File: config.mk
export PLATFORM = sky130hd
export DESIGN_NAME = one_wire_master_slot_timer
export DESIGN_NICKNAME = d
export VERILOG_FILES = /design/src/owm_pkg.sv /design/src/owm_front.sv /design/src/owm_queue.sv /design/src/owm_engine.sv /design/src/one_wire_master_slot_timer.sv
export SDC_FILE = /design/constraint.sdc
export NUM_CORES = 1
export LEC_CHECK = 0
export BUFFER_PORTS_ARGS = -buffer_cell sky130_fd_sc_hd__buf_2
export CAP_MARGIN = 0
export CORE_MARGIN = 2
export CORE_UTILIZATION = 50
export CTS_BUF_LIST = sky130_fd_sc_hd__clkbuf_8 sky130_fd_sc_hd__clkbuf_16
export CTS_CLUSTER_SIZE = 20
export DETAILED_ROUTE_END_ITERATION = 8
export HOLD_SLACK_MARGIN = 0.1
export PLACE_DENSITY = 0.68
export SLEW_MARGIN = 20
export SYNTH_ARGS = -nofsm -noshare
export SYNTH_HDL_FRONTEND = slang
export SYNTH_SLANG_ARGS = --single-unit
File: constraint.sdc
create_clock -name clk -period 5.24 [get_ports clk]
set_input_delay 0.262 -clock clk [delete_from_list [all_inputs] [get_ports clk]]
set_output_delay 0.262 -clock clk [all_outputs]
set_load 0.005 [all_outputs]
File: src/owm_pkg.sv
// Shared types and constants for the 1-Wire bus master slot timer.
// Used by the front end, the tick queue, the slot engine and the top level.
// No dependencies.
package owm_pkg;

    // Operation codes carried by the func field and held as the engine's mode.
    typedef enum logic [1:0] {
        OP_IDLE  = 2'd0,
        OP_RESET = 2'd1,
        OP_BIT   = 2'd2,
        OP_BYTE  = 2'd3
    } op_mode_t;

    // Configuration register indexes.
    localparam int CFG_INDEX_W = 3;
    localparam logic [CFG_INDEX_W-1:0] REG_RESET_RELEASE = 3'd0;
    localparam logic [CFG_INDEX_W-1:0] REG_RESET_SAMPLE  = 3'd1;
    localparam logic [CFG_INDEX_W-1:0] REG_RESET_END     = 3'd2;
    localparam logic [CFG_INDEX_W-1:0] REG_ONE_RELEASE   = 3'd3;
    localparam logic [CFG_INDEX_W-1:0] REG_ZERO_RELEASE  = 3'd4;
    localparam logic [CFG_INDEX_W-1:0] REG_BIT_SAMPLE    = 3'd5;
    localparam logic [CFG_INDEX_W-1:0] REG_BIT_END       = 3'd6;

    // Register width and reset values, in ticks of 1/16 us.
    localparam int TICK_W = 16;
    localparam logic [TICK_W-1:0] RST_RESET_RELEASE = 16'd960;
    localparam logic [TICK_W-1:0] RST_RESET_SAMPLE  = 16'd1104;
    localparam logic [TICK_W-1:0] RST_RESET_END     = 16'd1920;
    localparam logic [TICK_W-1:0] RST_ONE_RELEASE   = 16'd17;
    localparam logic [TICK_W-1:0] RST_ZERO_RELEASE  = 16'd160;
    localparam logic [TICK_W-1:0] RST_BIT_SAMPLE    = 16'd48;
    localparam logic [TICK_W-1:0] RST_BIT_END       = 16'd320;

    // Depth of the queue between front end and engine.
    localparam int QUEUE_DEPTH = 2;
    localparam int QPTR_W      = $clog2(QUEUE_DEPTH);
    localparam int QCNT_W      = $clog2(QUEUE_DEPTH + 1);

    // Bits per byte sequence; the slot index counts through them.
    localparam int BYTE_BITS = 8;
    localparam int BIDX_W    = $clog2(BYTE_BITS);

    // One classified tick item.
    typedef struct packed {
        logic           start;
        op_mode_t       op;
        logic [7:0]     data;
        logic           level;
    } tick_item_t;

    // Timing configuration as seen by the engine.
    typedef struct packed {
        logic [TICK_W-1:0] reset_release;
        logic [TICK_W-1:0] reset_sample;
        logic [TICK_W-1:0] reset_end;
        logic [TICK_W-1:0] one_release;
        logic [TICK_W-1:0] zero_release;
        logic [TICK_W-1:0] bit_sample;
        logic [TICK_W-1:0] bit_end;
    } timing_cfg_t;

    // Queue status toward the front end and the engine.
    typedef struct packed {
        logic full;
        logic empty;
    } queue_status_t;

endpackage

File: src/owm_front.sv
// Front end: takes tick items off the input channel and classifies them.
// Depends on owm_pkg; feeds owm_queue.
module owm_front
    import owm_pkg::*;
(
    input  logic          in_valid,
    output logic          in_stall,
    input  logic [1:0]    func,
    input  logic [7:0]    send_byte,
    input  logic          line_level,
    input  queue_status_t q_status,
    output logic          push,
    output tick_item_t    push_item
);

    // The channel stalls only when the queue has no free entry.
    assign in_stall = q_status.full;
    assign push     = in_valid && !q_status.full;

    // Decode the function code into a start flag and an operation.
    always_comb
    begin
        push_item.op    = op_mode_t'(func);
        push_item.start = (op_mode_t'(func) != OP_IDLE);
        push_item.data  = send_byte;
        push_item.level = line_level;
    end

endmodule

File: src/owm_queue.sv
// Short first-in first-out queue of classified tick items.
// Depends on owm_pkg; sits between owm_front and owm_engine.
module owm_queue
    import owm_pkg::*;
(
    input  logic          clk,
    input  logic          rst_n,
    input  logic          push,
    input  tick_item_t    push_item,
    input  logic          pop,
    output tick_item_t    head_item,
    output queue_status_t status
);

    tick_item_t          entry_reg [QUEUE_DEPTH];
    logic [QPTR_W-1:0]   wr_ptr_reg;
    logic [QPTR_W-1:0]   rd_ptr_reg;
    logic [QCNT_W-1:0]   count_reg;
    logic [QCNT_W-1:0]   count_next;

    assign status.full  = (count_reg == QCNT_W'(QUEUE_DEPTH));
    assign status.empty = (count_reg == '0);
    assign head_item    = entry_reg[rd_ptr_reg];

    // Occupancy follows pushes and pops, both allowed in one cycle.
    always_comb
    begin
        count_next = count_reg;
        if (push && !pop)
        begin
            count_next = count_reg + QCNT_W'(1);
        end
        else if (pop && !push)
        begin
            count_next = count_reg - QCNT_W'(1);
        end
    end

    // Pointers and occupancy.
    always_ff @(posedge clk or negedge rst_n)
    begin
        if (!rst_n)
        begin
            wr_ptr_reg <= '0;
            rd_ptr_reg <= '0;
            count_reg  <= '0;
        end
        else
        begin
            count_reg <= count_next;
            if (push)
            begin
                wr_ptr_reg <= (wr_ptr_reg == QPTR_W'(QUEUE_DEPTH - 1)) ? '0
                                                                       : wr_ptr_reg + 1'b1;
            end
            if (pop)
            begin
                rd_ptr_reg <= (rd_ptr_reg == QPTR_W'(QUEUE_DEPTH - 1)) ? '0
                                                                       : rd_ptr_reg + 1'b1;
            end
        end
    end

    // Item storage.
    always_ff @(posedge clk)
    begin
        if (push)
        begin
            entry_reg[wr_ptr_reg] <= push_item;
        end
    end

endmodule

File: src/owm_engine.sv
// Slot engine: runs reset, bit and byte sequences one tick per queued item
// and holds the result in an output register. Depends on owm_pkg.
module owm_engine
    import owm_pkg::*;
#(
    parameter int COUNTER_BITS = 16
)
(
    input  logic          clk,
    input  logic          rst_n,
    input  timing_cfg_t   cfg,
    input  tick_item_t    item,
    input  logic          item_valid,
    output logic          pop,
    output logic          out_valid,
    input  logic          out_stall,
    output logic          drive_low,
    output logic          busy_res,
    output logic          done_res,
    output logic          presence,
    output logic [7:0]    received,
    output logic          echo_mismatch
);

    op_mode_t                 mode_reg,    mode_next;
    logic [COUNTER_BITS-1:0]  cnt_reg,     cnt_next;
    logic [BIDX_W-1:0]        idx_reg,     idx_next;
    logic [7:0]               send_reg,    send_next;
    logic [7:0]               rshift_reg,  rshift_next;
    logic [7:0]               copy_reg,    copy_next;
    logic                     samp_reg,    samp_next;
    logic                     drive_reg,   drive_next;
    logic                     out_valid_reg;
    logic                     done_next;
    logic                     pres_next;
    logic                     mism_next;
    logic [7:0]               recv_next;
    logic                     drive_out_reg, busy_out_reg, done_out_reg, pres_out_reg;
    logic                     mism_out_reg;
    logic [7:0]               recv_out_reg;
    logic [COUNTER_BITS-1:0]  cnt_inc;
    logic [COUNTER_BITS-1:0]  rel_tick, smp_tick, end_tick;
    logic [7:0]               rshift_shifted;

    // An item advances the engine whenever the output register can take a result.
    assign pop = item_valid && (!out_valid_reg || !out_stall);

    // Event ticks for the running operation, masked to the counter width.
    always_comb
    begin
        if (mode_reg == OP_RESET)
        begin
            rel_tick = COUNTER_BITS'(cfg.reset_release);
            smp_tick = COUNTER_BITS'(cfg.reset_sample);
            end_tick = COUNTER_BITS'(cfg.reset_end);
        end
        else
        begin
            rel_tick = send_reg[0] ? COUNTER_BITS'(cfg.one_release)
                                   : COUNTER_BITS'(cfg.zero_release);
            smp_tick = COUNTER_BITS'(cfg.bit_sample);
            end_tick = COUNTER_BITS'(cfg.bit_end);
        end
    end

    assign cnt_inc        = cnt_reg + COUNTER_BITS'(1);
    assign rshift_shifted = {samp_next, rshift_reg[7:1]};

    // Next state for one tick.
    always_comb
    begin
        mode_next   = mode_reg;
        cnt_next    = cnt_reg;
        idx_next    = idx_reg;
        send_next   = send_reg;
        rshift_next = rshift_reg;
        copy_next   = copy_reg;
        samp_next   = samp_reg;
        drive_next  = drive_reg;
        done_next   = 1'b0;
        pres_next   = 1'b0;
        mism_next   = 1'b0;
        recv_next   = 8'd0;
        if (mode_reg == OP_IDLE)
        begin
            if (item.start)
            begin
                mode_next   = item.op;
                cnt_next    = '0;
                idx_next    = '0;
                send_next   = item.data;
                copy_next   = item.data;
                rshift_next = 8'd0;
                if (item.op == OP_RESET)
                begin
                    samp_next = 1'b1;
                end
            end
        end
        else
        begin
            cnt_next = cnt_inc;
            // Events at the new count act in a fixed order: pull, release, sample, end.
            if (cnt_inc == COUNTER_BITS'(1))
            begin
                drive_next = 1'b1;
            end
            if (cnt_inc == rel_tick)
            begin
                drive_next = 1'b0;
            end
            if (cnt_inc == smp_tick)
            begin
                samp_next = item.level;
            end
            if (cnt_inc == end_tick)
            begin
                case (mode_reg)
                    OP_RESET:
                    begin
                        done_next = 1'b1;
                        pres_next = !samp_next;
                        mode_next = OP_IDLE;
                    end
                    OP_BIT:
                    begin
                        done_next = 1'b1;
                        recv_next = {7'd0, samp_next};
                        mism_next = (samp_next != copy_reg[0]);
                        mode_next = OP_IDLE;
                    end
                    OP_BYTE:
                    begin
                        rshift_next = rshift_shifted;
                        send_next   = {1'b0, send_reg[7:1]};
                        if (idx_reg == BIDX_W'(BYTE_BITS - 1))
                        begin
                            done_next = 1'b1;
                            recv_next = rshift_shifted;
                            mism_next = (rshift_shifted != copy_reg);
                            mode_next = OP_IDLE;
                            idx_next  = '0;
                        end
                        else
                        begin
                            idx_next = idx_reg + BIDX_W'(1);
                            cnt_next = '0;
                        end
                    end
                    default:
                    begin
                        mode_next = OP_IDLE;
                    end
                endcase
            end
        end
    end

    // State and registered result.
    always_ff @(posedge clk or negedge rst_n)
    begin
        if (!rst_n)
        begin
            mode_reg      <= OP_IDLE;
            cnt_reg       <= '0;
            idx_reg       <= '0;
            send_reg      <= 8'd0;
            rshift_reg    <= 8'd0;
            copy_reg      <= 8'd0;
            samp_reg      <= 1'b1;
            drive_reg     <= 1'b0;
            out_valid_reg <= 1'b0;
            drive_out_reg <= 1'b0;
            busy_out_reg  <= 1'b0;
            done_out_reg  <= 1'b0;
            pres_out_reg  <= 1'b0;
            recv_out_reg  <= 8'd0;
            mism_out_reg  <= 1'b0;
        end
        else
        begin
            if (!out_valid_reg || !out_stall)
            begin
                out_valid_reg <= item_valid;
            end
            if (pop)
            begin
                mode_reg      <= mode_next;
                cnt_reg       <= cnt_next;
                idx_reg       <= idx_next;
                send_reg      <= send_next;
                rshift_reg    <= rshift_next;
                copy_reg      <= copy_next;
                samp_reg      <= samp_next;
                drive_reg     <= drive_next;
                drive_out_reg <= drive_next;
                busy_out_reg  <= (mode_next != OP_IDLE);
                done_out_reg  <= done_next;
                pres_out_reg  <= pres_next;
                recv_out_reg  <= recv_next;
                mism_out_reg  <= mism_next;
            end
        end
    end

    assign out_valid     = out_valid_reg;
    assign drive_low     = drive_out_reg;
    assign busy_res      = busy_out_reg;
    assign done_res      = done_out_reg;
    assign presence      = pres_out_reg;
    assign received      = recv_out_reg;
    assign echo_mismatch = mism_out_reg;

endmodule

File: src/one_wire_master_slot_timer.sv
// Top level of the 1-Wire bus master slot timer: configuration registers,
// front end, tick queue and slot engine. Depends on owm_pkg and the owm_* modules.
//
//   Channel   Handshake            Payload
//   -------   ------------------   ----------------------------------------------
//   in        in_valid / in_stall  func, send_byte, line_level (one tick)
//   out       out_valid/out_stall  drive_low, busy_res, done_res, presence,
//                                  received, echo_mismatch
//   cfg       cfg_valid/cfg_ready  cfg_index, cfg_data (always ready)
//
// One tick item is accepted per clock cycle while the queue has a free entry.
// The queue stores it at the accepting edge; the engine loads its result into the
// output register when it pops the item, once that register can take a result.
// The engine updates once per cycle, for one item per cycle while out_stall is low.
// Reset clears the queue, puts the engine in idle and loads the default timings.
// A stall on the output holds the result; the two-entry queue then fills and
// stalls the input.
module one_wire_master_slot_timer
    import owm_pkg::*;
#(
    parameter int COUNTER_BITS = 16
)
(
    input  logic                   clk,
    input  logic                   rst_n,
    input  logic                   in_valid,
    output logic                   in_stall,
    input  logic [1:0]             func,
    input  logic [7:0]             send_byte,
    input  logic                   line_level,
    output logic                   out_valid,
    input  logic                   out_stall,
    output logic                   drive_low,
    output logic                   busy_res,
    output logic                   done_res,
    output logic                   presence,
    output logic [7:0]             received,
    output logic                   echo_mismatch,
    input  logic                   cfg_valid,
    output logic                   cfg_ready,
    input  logic [CFG_INDEX_W-1:0] cfg_index,
    input  logic [TICK_W-1:0]      cfg_data
);

    timing_cfg_t   cfg_reg;
    queue_status_t q_status;
    tick_item_t    push_item;
    tick_item_t    head_item;
    logic          push;
    logic          pop;

    assign cfg_ready = 1'b1;

    // Timing registers; writes to an unused index are dropped.
    always_ff @(posedge clk or negedge rst_n)
    begin
        if (!rst_n)
        begin
            cfg_reg.reset_release <= RST_RESET_RELEASE;
            cfg_reg.reset_sample  <= RST_RESET_SAMPLE;
            cfg_reg.reset_end     <= RST_RESET_END;
            cfg_reg.one_release   <= RST_ONE_RELEASE;
            cfg_reg.zero_release  <= RST_ZERO_RELEASE;
            cfg_reg.bit_sample    <= RST_BIT_SAMPLE;
            cfg_reg.bit_end       <= RST_BIT_END;
        end
        else if (cfg_valid && cfg_ready)
        begin
            case (cfg_index)
                REG_RESET_RELEASE: cfg_reg.reset_release <= cfg_data;
                REG_RESET_SAMPLE:  cfg_reg.reset_sample  <= cfg_data;
                REG_RESET_END:     cfg_reg.reset_end     <= cfg_data;
                REG_ONE_RELEASE:   cfg_reg.one_release   <= cfg_data;
                REG_ZERO_RELEASE:  cfg_reg.zero_release  <= cfg_data;
                REG_BIT_SAMPLE:    cfg_reg.bit_sample    <= cfg_data;
                REG_BIT_END:       cfg_reg.bit_end       <= cfg_data;
                default:           cfg_reg <= cfg_reg;
            endcase
        end
    end

    // Input side.
    owm_front u_front (
        .in_valid   (in_valid),
        .in_stall   (in_stall),
        .func       (func),
        .send_byte  (send_byte),
        .line_level (line_level),
        .q_status   (q_status),
        .push       (push),
        .push_item  (push_item)
    );

    // Decoupling queue.
    owm_queue u_queue (
        .clk       (clk),
        .rst_n     (rst_n),
        .push      (push),
        .push_item (push_item),
        .pop       (pop),
        .head_item (head_item),
        .status    (q_status)
    );

    // Slot timing and result register.
    owm_engine #(
        .COUNTER_BITS (COUNTER_BITS)
    ) u_engine (
        .clk           (clk),
        .rst_n         (rst_n),
        .cfg           (cfg_reg),
        .item          (head_item),
        .item_valid    (!q_status.empty),
        .pop           (pop),
        .out_valid     (out_valid),
        .out_stall     (out_stall),
        .drive_low     (drive_low),
        .busy_res      (busy_res),
        .done_res      (done_res),
        .presence      (presence),
        .received      (received),
        .echo_mismatch (echo_mismatch)
    );

endmodule

==> out/results.md, run 1 <==
### STA
• 1.12 ns — slew of the pin with the lowest slew margin
• 0.0106 ns — Worst Skew
• 25.3% — Max-Slew Margin vs Limit
• 0.142 ns — WHS
• 0 — final-report setup violation count
• 0 — final number of max-transition violations
• 257 MHz — highest clock rate
• 0 — number of hold-slack violations in the final timing report
• no — unrepaired setup endpoints after global routing
• 3.89 ns — final critical delay including setup and external delays
• 0 ns — post-route setup TNS
• 74.3% — final cycle utilization of the critical path

### Place
• 0.868 — GPL Wtd Cong
• 1083 — cell count after placement
• 15.0 mm — placed wire-length estimate
• 49 — PortBufs

### Drt
• 577 um — Routed met3 length
• 0 — DRC Markers
• 9.62 mm — routed metal-1 wire length
• 0 — antenna violation net count after detailed routing
• 5 — drt pass-1 iters
• 21.3 mm — Routed Wire Length
• 18.8 um — Routed WL per cell
• 6290 — via count of the routed design
• 263 — detailed router's first-iteration violation count
• 10.7 mm — Met2 Wirelength
• 5.57 — detailed-route vias per instance
• met4 — highest signal layer in the routed design

### Cells and area
• 1129 — number of cells in the finished layout apart from fillers
• 13.1% — synthesis-to-finish area growth
• 112 — flip-flop count of the largest register, all copies and words added
• 57.5% — Layout Utilization
• 895 — fin nets
• 0 — diode count
• 28.9% — fraction of final layout cells sized beyond drive strength 1

### Pwr
• 31.7% — Gate power share
• 467 nW/um2 — cell area power density
• 0.000257 V — VDD IR-drop max
• 0.00343 W — Int Power
• 26.5% — part of the total power dissipated in the clock network
• 34.1% — fraction of power spent switching nets
• 0.00178 W — switching power total
• 41.8% — Seq pwr share
• 4.69 nW — static leakage power

### Global route
• 0 — antenna violations before repair
• 75 — pin count of the biggest net entering global routing
• 0 — GRT Residual Overflow
• 34.7 mm — global-route wire length before repair
• 6519 — number of global-route vias before repair
• 21.9% — total track usage

### Synthesis
• 9860 um2 — total standard cell area after synthesis
• 24 — count of flip-flops with a built-in enable after synthesis
• 39.3% — share of the synthesized area in the top cell type
• 87.9% — Post-synth ARST share
• sky130_fd_sc_hd__dfrtp_1 — Most used DFF post-synth
• 199 — register bit total from synthesis
• 848 — total nets after synthesis
• sky130_fd_sc_hd__dfrtp_1 — library cell with the largest summed area after synthesis
• 0 — number of warnings printed during yosys synthesis
• 12.3 um2 — synthesized area divided by synthesized cell count
• 52.0% — share of the yosys chip area belonging to registers
• sky130_fd_sc_hd__dfrtp_1 — most used standard cell by instance count after synthesis
• 804 — number of instances in the synthesized netlist
• 62 — number of library cell types mapped by synthesis
• sky130_fd_sc_hd__dfrtp_1 39%, sky130_fd_sc_hd__mux2_2 13%, sky130_fd_sc_hd__edfxtp_1 7.3% — dominant cells by area after synthesis
• 155 x sky130_fd_sc_hd__dfrtp_1, 116 x sky130_fd_sc_hd__mux2_2, 70 x sky130_fd_sc_hd__nand2_1 — most instantiated cells after synthesis

### Clock network
• 199 — clock sink count
• 0 — post-CTS setup buffers
• 0.44 ns — source-to-sink clock delay at the later pin of the worst-skew pair
• 0.07 ns — clock input transition at the sequential cells of the worst setup and hold paths
• 17 — CTS Buf Count
• 0 — count of instances resized after the clock tree is built
• 2 — maximum buffer depth of the clock tree
• sky130_fd_sc_hd__clkbuf_16 — Clock Root Buffer
• done — CTS tree
• 4 — H-tree depth
• 13 — hold-fix buffers at CTS

### Outcome
• finished, final reports clean — result of the run

### Critical path
• flip-flop — crit end category
• 5.62 ns — data required time at the worst endpoint
• u_engine.cnt_reg[0] — FF-to-FF Start
• reg2reg — path type of the worst setup path
• 4.27 ns — data arrival at the endpoint of the critical path
• flip-flop — crit path launch type
• 29 — maximum fanout count along the critical path
• 1.35 ns — FF-to-FF setup slack
• u_engine.cnt_reg[0] — worst setup path startpoint

### Run
• 0 — maxcap violations

### Floorplanning
• 20900 um2 — area enclosed by the die boundary
• 19400 um2 — Core Region
• 144 um — overall die height
• 144 um — horizontal die dimension
• 51 — row count
• 50.8% — initial standard-cell utilization of the core
• 51 — Boundary Pins

### Min path
• cfg_data[7] — worst hold start
• in2reg — worst min path class

-- stage by stage --
stage	worst slack, ns	instance area [um2]	total power (W)
after global placement	1.52	10400	0.00376
after detailed placement	1.39	10400	0.00385
final	1.35	11200	0.00521
after CTS	1.37	11100	0.00524
after global routing	0.974	11200	0.00551
after floorplan	2.06	9860	0.00340
-- placed cells by master, fill, tap and decap left out, types with 6 or more instances in the layout --
cell type,netlist,layout
sky130_fd_sc_hd__inv_1,10,10
sky130_fd_sc_hd__nand4_1,18,18
sky130_fd_sc_hd__ha_1,9,8
sky130_fd_sc_hd__a22o_1,8,8
sky130_fd_sc_hd__dfstp_2,20,20
sky130_fd_sc_hd__mux2_2,116,116
sky130_fd_sc_hd__nand3_1,9,9
sky130_fd_sc_hd__clkbuf_16,0,19
sky130_fd_sc_hd__o21ai_1,21,19
sky130_fd_sc_hd__xnor3_1,10,10
sky130_fd_sc_hd__nand2b_1,10,10
sky130_fd_sc_hd__nand2_1,70,70
sky130_fd_sc_hd__buf_4,4,6
sky130_fd_sc_hd__xnor2_1,48,48
sky130_fd_sc_hd__dfrtp_1,155,155
sky130_fd_sc_hd__xor2_1,18,18
sky130_fd_sc_hd__mux2i_1,57,57
sky130_fd_sc_hd__a31oi_1,7,7
sky130_fd_sc_hd__dlygate4sd3_1,0,13
sky130_fd_sc_hd__buf_2,10,48
sky130_fd_sc_hd__edfxtp_1,24,24
sky130_fd_sc_hd__a21oi_1,27,27
sky130_fd_sc_hd__o21ai_0,20,20
sky130_fd_sc_hd__nor2_1,30,30
-- worst paths after layout --
kind                                             end  depth (start not counted)
worst min-delay path                      cfg_reg[7]                          2
min in group asynchronous                cfg_reg[43]                          2
max in group asynchronous       u_engine.mode_reg[1]                          3
worst max-delay path             u_engine.idx_reg[0]                         10
worst min register to register     u_engine.samp_reg                          2
worst max register to register   u_engine.idx_reg[0]                         10
-- logic make-up after synthesis --
group                    count (synthesis)  share of synthesized area (%)
flip-flops                             199                           52.0
buffers and inverters                   53                           2.45
AO/OA/AOI/OAI                          108                           6.71
adder cells (fa/ha/maj)                  9                           1.14
AND/OR/NAND/NOR                        184                           10.3
multiplexers                           173                           19.0
other                                    1                         0.0380
XOR/XNOR                                77                           8.39
-- power by group through the flow --
stage               clock (W)  combinational (W)  sequential, W
floorplan                   0            0.00130        0.00210
global placement            0            0.00158        0.00218
detailed placement          0            0.00164        0.00220
CTS                   0.00140            0.00166        0.00218
global route          0.00146            0.00183        0.00222
finish                0.00138            0.00165        0.00218
-- area by class of cell --
cell class              count  area (um2)
fillers                  1616        8250
well taps                 265         332
clock buffers              19         475
multi-input cells         552        4550
flip-flops and latches    199        5120
inverters                  10        37.5
repair buffers             71         469
clock inverters            13         160
-- critical path, cell delays in order, from the launching register on --
cell,delay [ns]
sky130_fd_sc_hd__dfrtp_1,0.51
sky130_fd_sc_hd__ha_1,0.33
sky130_fd_sc_hd__nand2_1,0.16
sky130_fd_sc_hd__nor2_1,0.40
sky130_fd_sc_hd__xnor3_1,0.41
sky130_fd_sc_hd__nor4b_2,0.48
sky130_fd_sc_hd__nand4_1,0.22
sky130_fd_sc_hd__nor4_4,0.48
sky130_fd_sc_hd__o21ai_2,0.42
sky130_fd_sc_hd__nor4_2,0.29
sky130_fd_sc_hd__a21o_1,0.12
-- layer usage --
metal | track usage (%) | vias up
met2 | 37.1 | 103
met1 | 29.3 | 3181
li1 | - | 2980
met3 | 3.28 | 26
met4 | 6.85 | 0
met5 | 0 | -
Note: power is estimated with default switching activity, not from simulation.
==> run 2, diff against run 1 <==
==> constraint.sdc (replaced) <==
create_clock -name clk -period 3.7 [get_ports clk]
set_input_delay 0.185 -clock clk [delete_from_list [all_inputs] [get_ports clk]]
set_output_delay 0.185 -clock clk [all_outputs]
set_load 0.005 [all_outputs]
==> out/results.md, run 2 (synthesis results as in run 1) <==
### STA
• 0.321 ns — WHS, +0.179 ns
• 0 — final number of max-transition violations, unchanged
• 32.5% — Max-Slew Margin vs Limit, +7.2 points
• 3.44 ns — final critical delay including setup and external delays, -0.455 ns
• 0.00883 ns — Worst Skew, -0.00180 ns
• yes — unrepaired setup endpoints after global routing
• 0 — number of hold-slack violations in the final timing report, unchanged
• 0 — final-report setup violation count, unchanged
• 1.01 ns — slew of the pin with the lowest slew margin, -0.108 ns
• 92.9% — final cycle utilization of the critical path, +19 points
• 291 MHz — highest clock rate, +13%

### Cells and area
• 155 x sky130_fd_sc_hd__dfrtp_1, 116 x sky130_fd_sc_hd__mux2_2, 70 x sky130_fd_sc_hd__nand2_1 — most used cells in the layout excluding fill and tap cells
• 0 — diode count, unchanged
• 30.1% — fraction of final layout cells sized beyond drive strength 1, +1.2 points
• sky130_fd_sc_hd__dfrtp_1 — most common library cell in the layout ignoring fill and taps
• 11400 um2 — final non-filler cell area, +2.1%
• 112 — flip-flop count of the largest register, all copies and words added, unchanged
• 15.5% — synthesis-to-finish area growth
• 927 — fin nets, +3.6%

### Drt
• 21.0 mm — Routed Wire Length, -1.3%
• 6420 — via count of the routed design, +2.1%
• 0 — antenna violation net count after detailed routing, unchanged
• 0 — DRC Markers, unchanged
• 335 — detailed router's first-iteration violation count, +27%
• 5.53 — detailed-route vias per instance, -0.75%
• 18.1 um — Routed WL per cell, -4.0%
• 4 — drt pass-1 iters, -1

### Pwr
• 4.80 nW — static leakage power, +2.3%
• 42.6% — Seq pwr share, +0.8 points
• 0.00253 W — switching power total, +42%
• 640 nW/um2 — cell area power density, +37%
• 32.7% — Gate power share, +1.0 points
• 0.000451 V — VDD IR-drop max, +75%
• 0.00476 W — Int Power, +39%
• 24.7% — part of the total power dissipated in the clock network, -1.8 points
• 34.7% — fraction of power spent switching nets, +0.61 points

### Global route
• 35.1 mm — global-route wire length before repair, +1.3%
• 0 — GRT Residual Overflow, unchanged
• 74 — pin count of the biggest net entering global routing, -1.3%
• 0 — antenna violations before repair, unchanged
• 6686 — number of global-route vias before repair, +2.6%
• 21.9% — total track usage, -0.036 points

### Clock network
• 0.07 ns — clock input transition at the sequential cells of the worst setup and hold paths, about the same
• 199 — clock sink count, unchanged
• 2 — maximum buffer depth of the clock tree, unchanged
• 4 — H-tree depth, unchanged
• 0 — post-CTS setup buffers, unchanged
• sky130_fd_sc_hd__clkbuf_16 — Clock Root Buffer
• 17 — CTS Buf Count, unchanged
• 0.44 ns — source-to-sink clock delay at the later pin of the worst-skew pair, about the same
• done — CTS tree

### Place
• 14.9 mm — placed wire-length estimate, -0.21%
• 49 — PortBufs, unchanged
• 10500 um2 — post-placement cell area, +1.1%
• 0.925 — GPL Wtd Cong, +6.6%

### Critical path
• flip-flop — crit end category
• 3.76 ns — data arrival at the endpoint of the critical path, -0.51 ns
• 4.02 ns — data required time at the worst endpoint, -1.60 ns
• reg2reg — path type of the worst setup path
• flip-flop — crit path launch type
• 17 — maximum fanout count along the critical path, -41%
• 0.26 ns — FF-to-FF setup slack, -1.08 ns

### Outcome
• finished, final reports clean — result of the run

### Floorplanning
• 144 um — overall die height, unchanged
• 51 — Boundary Pins, unchanged
• 144 um — horizontal die dimension, unchanged
• 50.8% — initial standard-cell utilization of the core, unchanged
• 19400 um2 — Core Region, unchanged
• 51 — row count, unchanged
• 20900 um2 — area enclosed by the die boundary, unchanged

### Min path
• in2async — worst min path class

### Run
• 0 — maxcap violations, unchanged

-- run 2: changes by cell type in the layout (fill, tap and decap cells not counted), sizes merged --
cell         before  now
dlygate4sd3      13   30
buf              58   73
bufinv            2    0
clkinv            6    4
clkinvlp          2    4
inv              13   15
-- run 2: worst paths after layout --
| kind | startpoint | end | cells past startpoint |
|---|---|---|---|
| hold reg to reg | u_engine.done_res | u_engine.done_res | 2 |
| min in group clk | cfg_index[2] | cfg_reg[35] | 4 |
| hold / removal | rst_n | cfg_reg[29] | 2 |
| max in group asynchronous | rst_n | cfg_reg[37] | 3 |
| setup / recovery | u_engine.cnt_reg[0] | u_engine.cnt_reg[2] | 9 |
| setup reg to reg | u_engine.cnt_reg[0] | u_engine.cnt_reg[2] | 9 |
-- run 2: worst max-delay path, stage by stage, from the launching register on --
cell                       delay [ns]
sky130_fd_sc_hd__dfrtp_1         0.50
sky130_fd_sc_hd__ha_1            0.35
sky130_fd_sc_hd__nand2_1         0.18
sky130_fd_sc_hd__nor3_2          0.30
sky130_fd_sc_hd__xnor3_1         0.41
sky130_fd_sc_hd__nor4_2          0.38
sky130_fd_sc_hd__nand4_1         0.20
sky130_fd_sc_hd__nor4_4          0.36
sky130_fd_sc_hd__a21boi_2        0.32
sky130_fd_sc_hd__a22o_1          0.31
-- run 2: repair_timing --
item	CTS	global route
hold buffers	30	0
setup endpoints to repair	0	4
resized for setup	0	4
endpoints found under the hold margin	197	0
-- run 2: per-layer routing --
layer | track usage [%] | vias up | part of all wire (%)
li1 | - | 3044 | -
met1 | 29.4 | 3256 | 46
met2 | 36.6 | 98 | 50
met3 | 3.01 | 22 | 2.4
met4 | 7.66 | 0 | 1.6
met5 | 0 | - | 0
-- run 2: through the flow --
stage	worst slack [ns]	util [%]	TNS (ns)	cells	total power (W)
after floorplan	0.517	-	0	804	0.00481
after global placement	0.312	54.0	0	1099	0.00540
after detailed placement	0.203	54.0	0	1099	0.00550
after CTS	0.189	58.6	0	1161	0.00733
after global routing	-0.000219	58.7	-0.000219	1161	0.00773
final	0.261	58.7	0	1161	0.00728
-- run 2: power groups by stage --
stage	clock network [W]	logic, W	registers, W
floorplan	0	0.00184	0.00298
global placement	0	0.00228	0.00312
detailed placement	0	0.00235	0.00315
CTS	0.00184	0.00239	0.00311
global route	0.00192	0.00264	0.00317
finish	0.00180	0.00238	0.00310
-- run 2: layout make-up --
cell class,count,area [um2]
Multi-Input combinational cell,552,4570
Inverter,10,37.5
Fill cell,1648,8010
Sequential cell,199,5120
Timing Repair Buffer,103,744
Clock buffer,19,464
Tap cell,265,332
Clock inverter,13,113
==> run 3, diff against run 2 <==
--- a/config.mk
+++ b/config.mk
@@ -5,6 +5,7 @@
 export SDC_FILE = /design/constraint.sdc
 export NUM_CORES = 1
 export LEC_CHECK = 0
+export ABC_AREA = 1
 export BUFFER_PORTS_ARGS = -buffer_cell sky130_fd_sc_hd__buf_2
 export CAP_MARGIN = 0
 export CORE_MARGIN = 2
==> out/results.md, run 3 <==
### Cells and area
• 13.8% — fraction of final layout cells sized beyond drive strength 1, -16 points
• 57.2% — Layout Utilization, -1.5 points
• 12.6% — synthesis-to-finish area growth
• 352 x sky130_fd_sc_hd__nand2_1, 182 x sky130_fd_sc_hd__o21ai_0, 155 x sky130_fd_sc_hd__dfrtp_1 — most used cells in the layout excluding fill and tap cells
• sky130_fd_sc_hd__nand2_1 — most common library cell in the layout ignoring fill and taps
• 112 — flip-flop count of the largest register, all copies and words added, unchanged
• 1506 — number of cells in the finished layout apart from fillers, +30%
• 1272 — fin nets, +37%
• 0 — diode count, unchanged

### Synthesis
• 47 — number of library cell types mapped by synthesis, -24%
• sky130_fd_sc_hd__dfrtp_1 — Most used DFF post-synth
• 1224 — total nets after synthesis, +44%
• 8.36 um2 — synthesized area divided by synthesized cell count, -32%
• 0 — number of warnings printed during yosys synthesis, unchanged
• 39.3% — share of the synthesized area in the top cell type, about the same
• 24 — count of flip-flops with a built-in enable after synthesis, unchanged
• 1180 — number of instances in the synthesized netlist, +47%
• 353 x sky130_fd_sc_hd__nand2_1, 183 x sky130_fd_sc_hd__o21ai_0, 155 x sky130_fd_sc_hd__dfrtp_1 — most instantiated cells after synthesis
• 199 — register bit total from synthesis, unchanged
• sky130_fd_sc_hd__nand2_1 — most used standard cell by instance count after synthesis
• 87.9% — Post-synth ARST share, unchanged
• sky130_fd_sc_hd__dfrtp_1 39%, sky130_fd_sc_hd__nand2_1 13%, sky130_fd_sc_hd__o21ai_0 9.3% — dominant cells by area after synthesis
• 9860 um2 — total standard cell area after synthesis, about the same
• sky130_fd_sc_hd__dfrtp_1 — library cell with the largest summed area after synthesis
• 52.0% — share of the yosys chip area belonging to registers, about the same

### Pwr
• 746 nW/um2 — cell area power density, +17%
• 0.000438 V — VDD IR-drop max, -2.9%
• 5.18 nW — static leakage power, +7.9%
• 0.00828 W — total power consumption of the routed design, +14%

### STA
• 28.8% — Max-Slew Margin vs Limit, -3.7 points
• 0 — number of hold-slack violations in the final timing report, unchanged
• 1.06 ns — slew of the pin with the lowest slew margin, +0.0525 ns
• 3.24 ns — final critical delay including setup and external delays, -0.201 ns
• 309 MHz — highest clock rate, +6.2%
• 0 — final number of max-transition violations, unchanged
• no — unrepaired setup endpoints after global routing
• 0 — final-report setup violation count, unchanged
• 87.5% — final cycle utilization of the critical path, -5.4 points
• 0.0131 ns — Worst Skew, +0.00425 ns
• 0 ns — post-route setup TNS, unchanged

### Global route
• 7288 — number of global-route vias before repair, +9.0%
• 24.1% — total track usage, +2.2 points
• 86 — pin count of the biggest net entering global routing, +16%
• 38.8 mm — global-route wire length before repair, +11%
• 0 — antenna violations before repair, unchanged
• 0 — GRT Residual Overflow, unchanged

### Clock network
• done — CTS tree
• 2 — maximum buffer depth of the clock tree, unchanged
• 17 — CTS Buf Count, unchanged
• 4 — H-tree depth, unchanged
• 0 — post-CTS setup buffers, unchanged
• 0.07 ns — clock input transition at the sequential cells of the worst setup and hold paths, about the same
• 0 — count of instances resized after the clock tree is built, unchanged
• 14 — hold-fix buffers at CTS, -53%
• 0.44 ns — source-to-sink clock delay at the later pin of the worst-skew pair, about the same
• 199 — clock sink count, unchanged
• sky130_fd_sc_hd__clkbuf_16 — Clock Root Buffer

### Place
• 1460 — cell count after placement, +33%
• 0.873 — GPL Wtd Cong, -5.7%
• 49 — PortBufs, unchanged
• 16.7 mm — placed wire-length estimate, +12%

### Critical path
• 0.46 ns — FF-to-FF setup slack, +0.20 ns
• flip-flop — crit end category
• 12 — depth of the worst register-to-register path, +3
• u_engine.cnt_reg[0] — FF-to-FF Start
• 3.97 ns — data required time at the worst endpoint, -0.05 ns
• reg2reg — path type of the worst setup path
• u_engine.send_reg[0] — worst reg2reg endpoint
• 3.51 ns — data arrival at the endpoint of the critical path, -0.25 ns
• 36 — maximum fanout count along the critical path, +19
• flip-flop — crit path launch type

### Drt
• 682 — detailed router's first-iteration violation count, +100%
• 24.2 mm — Routed Wire Length, +15%
• 0 — DRC Markers, unchanged
• 5.39 — detailed-route vias per instance, -2.6%
• 16.0 um — Routed WL per cell, -11%
• 8110 — via count of the routed design, +26%
• 0 — antenna violation net count after detailed routing, unchanged
• 5 — drt pass-1 iters, +1

### Min path
• cfg_data[11] — worst hold start
• 3 — WHS Path Cells
• in2reg — worst min path class
• cfg_reg[91] — endpoint of the worst hold-timing path

### Floorplanning
• 144 um — horizontal die dimension, about the same
• 51 — row count, unchanged
• 19400 um2 — Core Region, unchanged
• 20900 um2 — area enclosed by the die boundary, about the same
• 144 um — overall die height, about the same
• 51 — Boundary Pins, unchanged
• 50.8% — initial standard-cell utilization of the core, about the same

### Run
• 0 — maxcap violations, unchanged

### Outcome
• finished, final reports clean — result of the run

[run 3: cell types whose count changed in the layout (fill, tap and decap cells not counted), sizes merged, moves of 43 or more]
cell and delta:
inv +75, mux2 -116, mux2i -43, nand2 +294, nand3 +66, o21ai +156
[run 3: stage by stage]
stage               hold slack (ns)  instance area [um2]  setup WS, ns
floorplan                    -0.111                 9860          1.26
global placement              0.309                10300         0.563
detailed placement            0.303                10300         0.469
CTS                           0.113                11100         0.460
global route                  0.153                11100         0.190
finish                        0.123                11100         0.462
[run 3: per-layer routing]
metal	track usage [%]	routed length, um
met2	34.3	10500
met5	0	0
met3	4.57	1350
met1	37.7	12000
met4	6.13	263
[run 3: kinds of logic (layout without fill, tap and decap cells)]
family                     after synthesis  count (layout)  synth area share (%)
DFF                                    199             199                  52.0
AOI/OAI and AO/OA                      232             232                  12.9
xor gates and xnor gates                23              23                  2.04
other                                    1               1                0.0380
and+or+nand+nor                        569             569                  25.0
muxes                                   14              14                  1.42
buffers and inverters                  133             194                  5.51
adders and majority gates                9               9                  1.14
[run 3: layout make-up]
cell class                 count  area (um2)
multi-input combinational    848        4210
inverter                      84         315
clock buffer                  18         439
fill                        1793        8300
tap                          265         332
clock inverter                14         166
sequential                   199        5120
timing repair buffer          78         517
[run 3: how the worst max path moves through the flow]
stage               slack (ns)                   end            startpoint  depth (start not counted)
floorplan                 1.26   u_engine.cnt_reg[7]  u_engine.mode_reg[1]                         13
CTS                       0.46  u_engine.send_reg[0]   u_engine.cnt_reg[0]                         12
global route              0.19   u_engine.idx_reg[1]   u_engine.cnt_reg[0]                         12
global placement          0.56   u_engine.idx_reg[0]  u_engine.mode_reg[1]                         12
finish                    0.46  u_engine.send_reg[0]   u_engine.cnt_reg[0]                         12
detailed placement        0.47   u_engine.idx_reg[1]  u_engine.mode_reg[1]                         12
[run 3: worst max-delay path: stages (launching register included)]
cell                      delay (ns)
sky130_fd_sc_hd__dfrtp_1        0.44
sky130_fd_sc_hd__ha_1           0.29
sky130_fd_sc_hd__nand3_2        0.17
sky130_fd_sc_hd__nor2_4         0.16
sky130_fd_sc_hd__nand4_1        0.12
sky130_fd_sc_hd__nand2_1        0.19
sky130_fd_sc_hd__inv_1          0.09
sky130_fd_sc_hd__or2_2          0.29
sky130_fd_sc_hd__nand3_1        0.08
sky130_fd_sc_hd__nor2_1         0.05
sky130_fd_sc_hd__and2_4         0.16
sky130_fd_sc_hd__o21ai_4        0.81
sky130_fd_sc_hd__o21ai_0        0.19
[run 3: power by group]
part	switching [W]	internal [W]	leakage [nW]	total [W]
combinational	0.00206	0.00112	2.48	0.00318
sequential	0.000395	0.00279	2.41	0.00319
clock	0.000879	0.00104	0.299	0.00192
total	0.00333	0.00495	5.18	0.00828
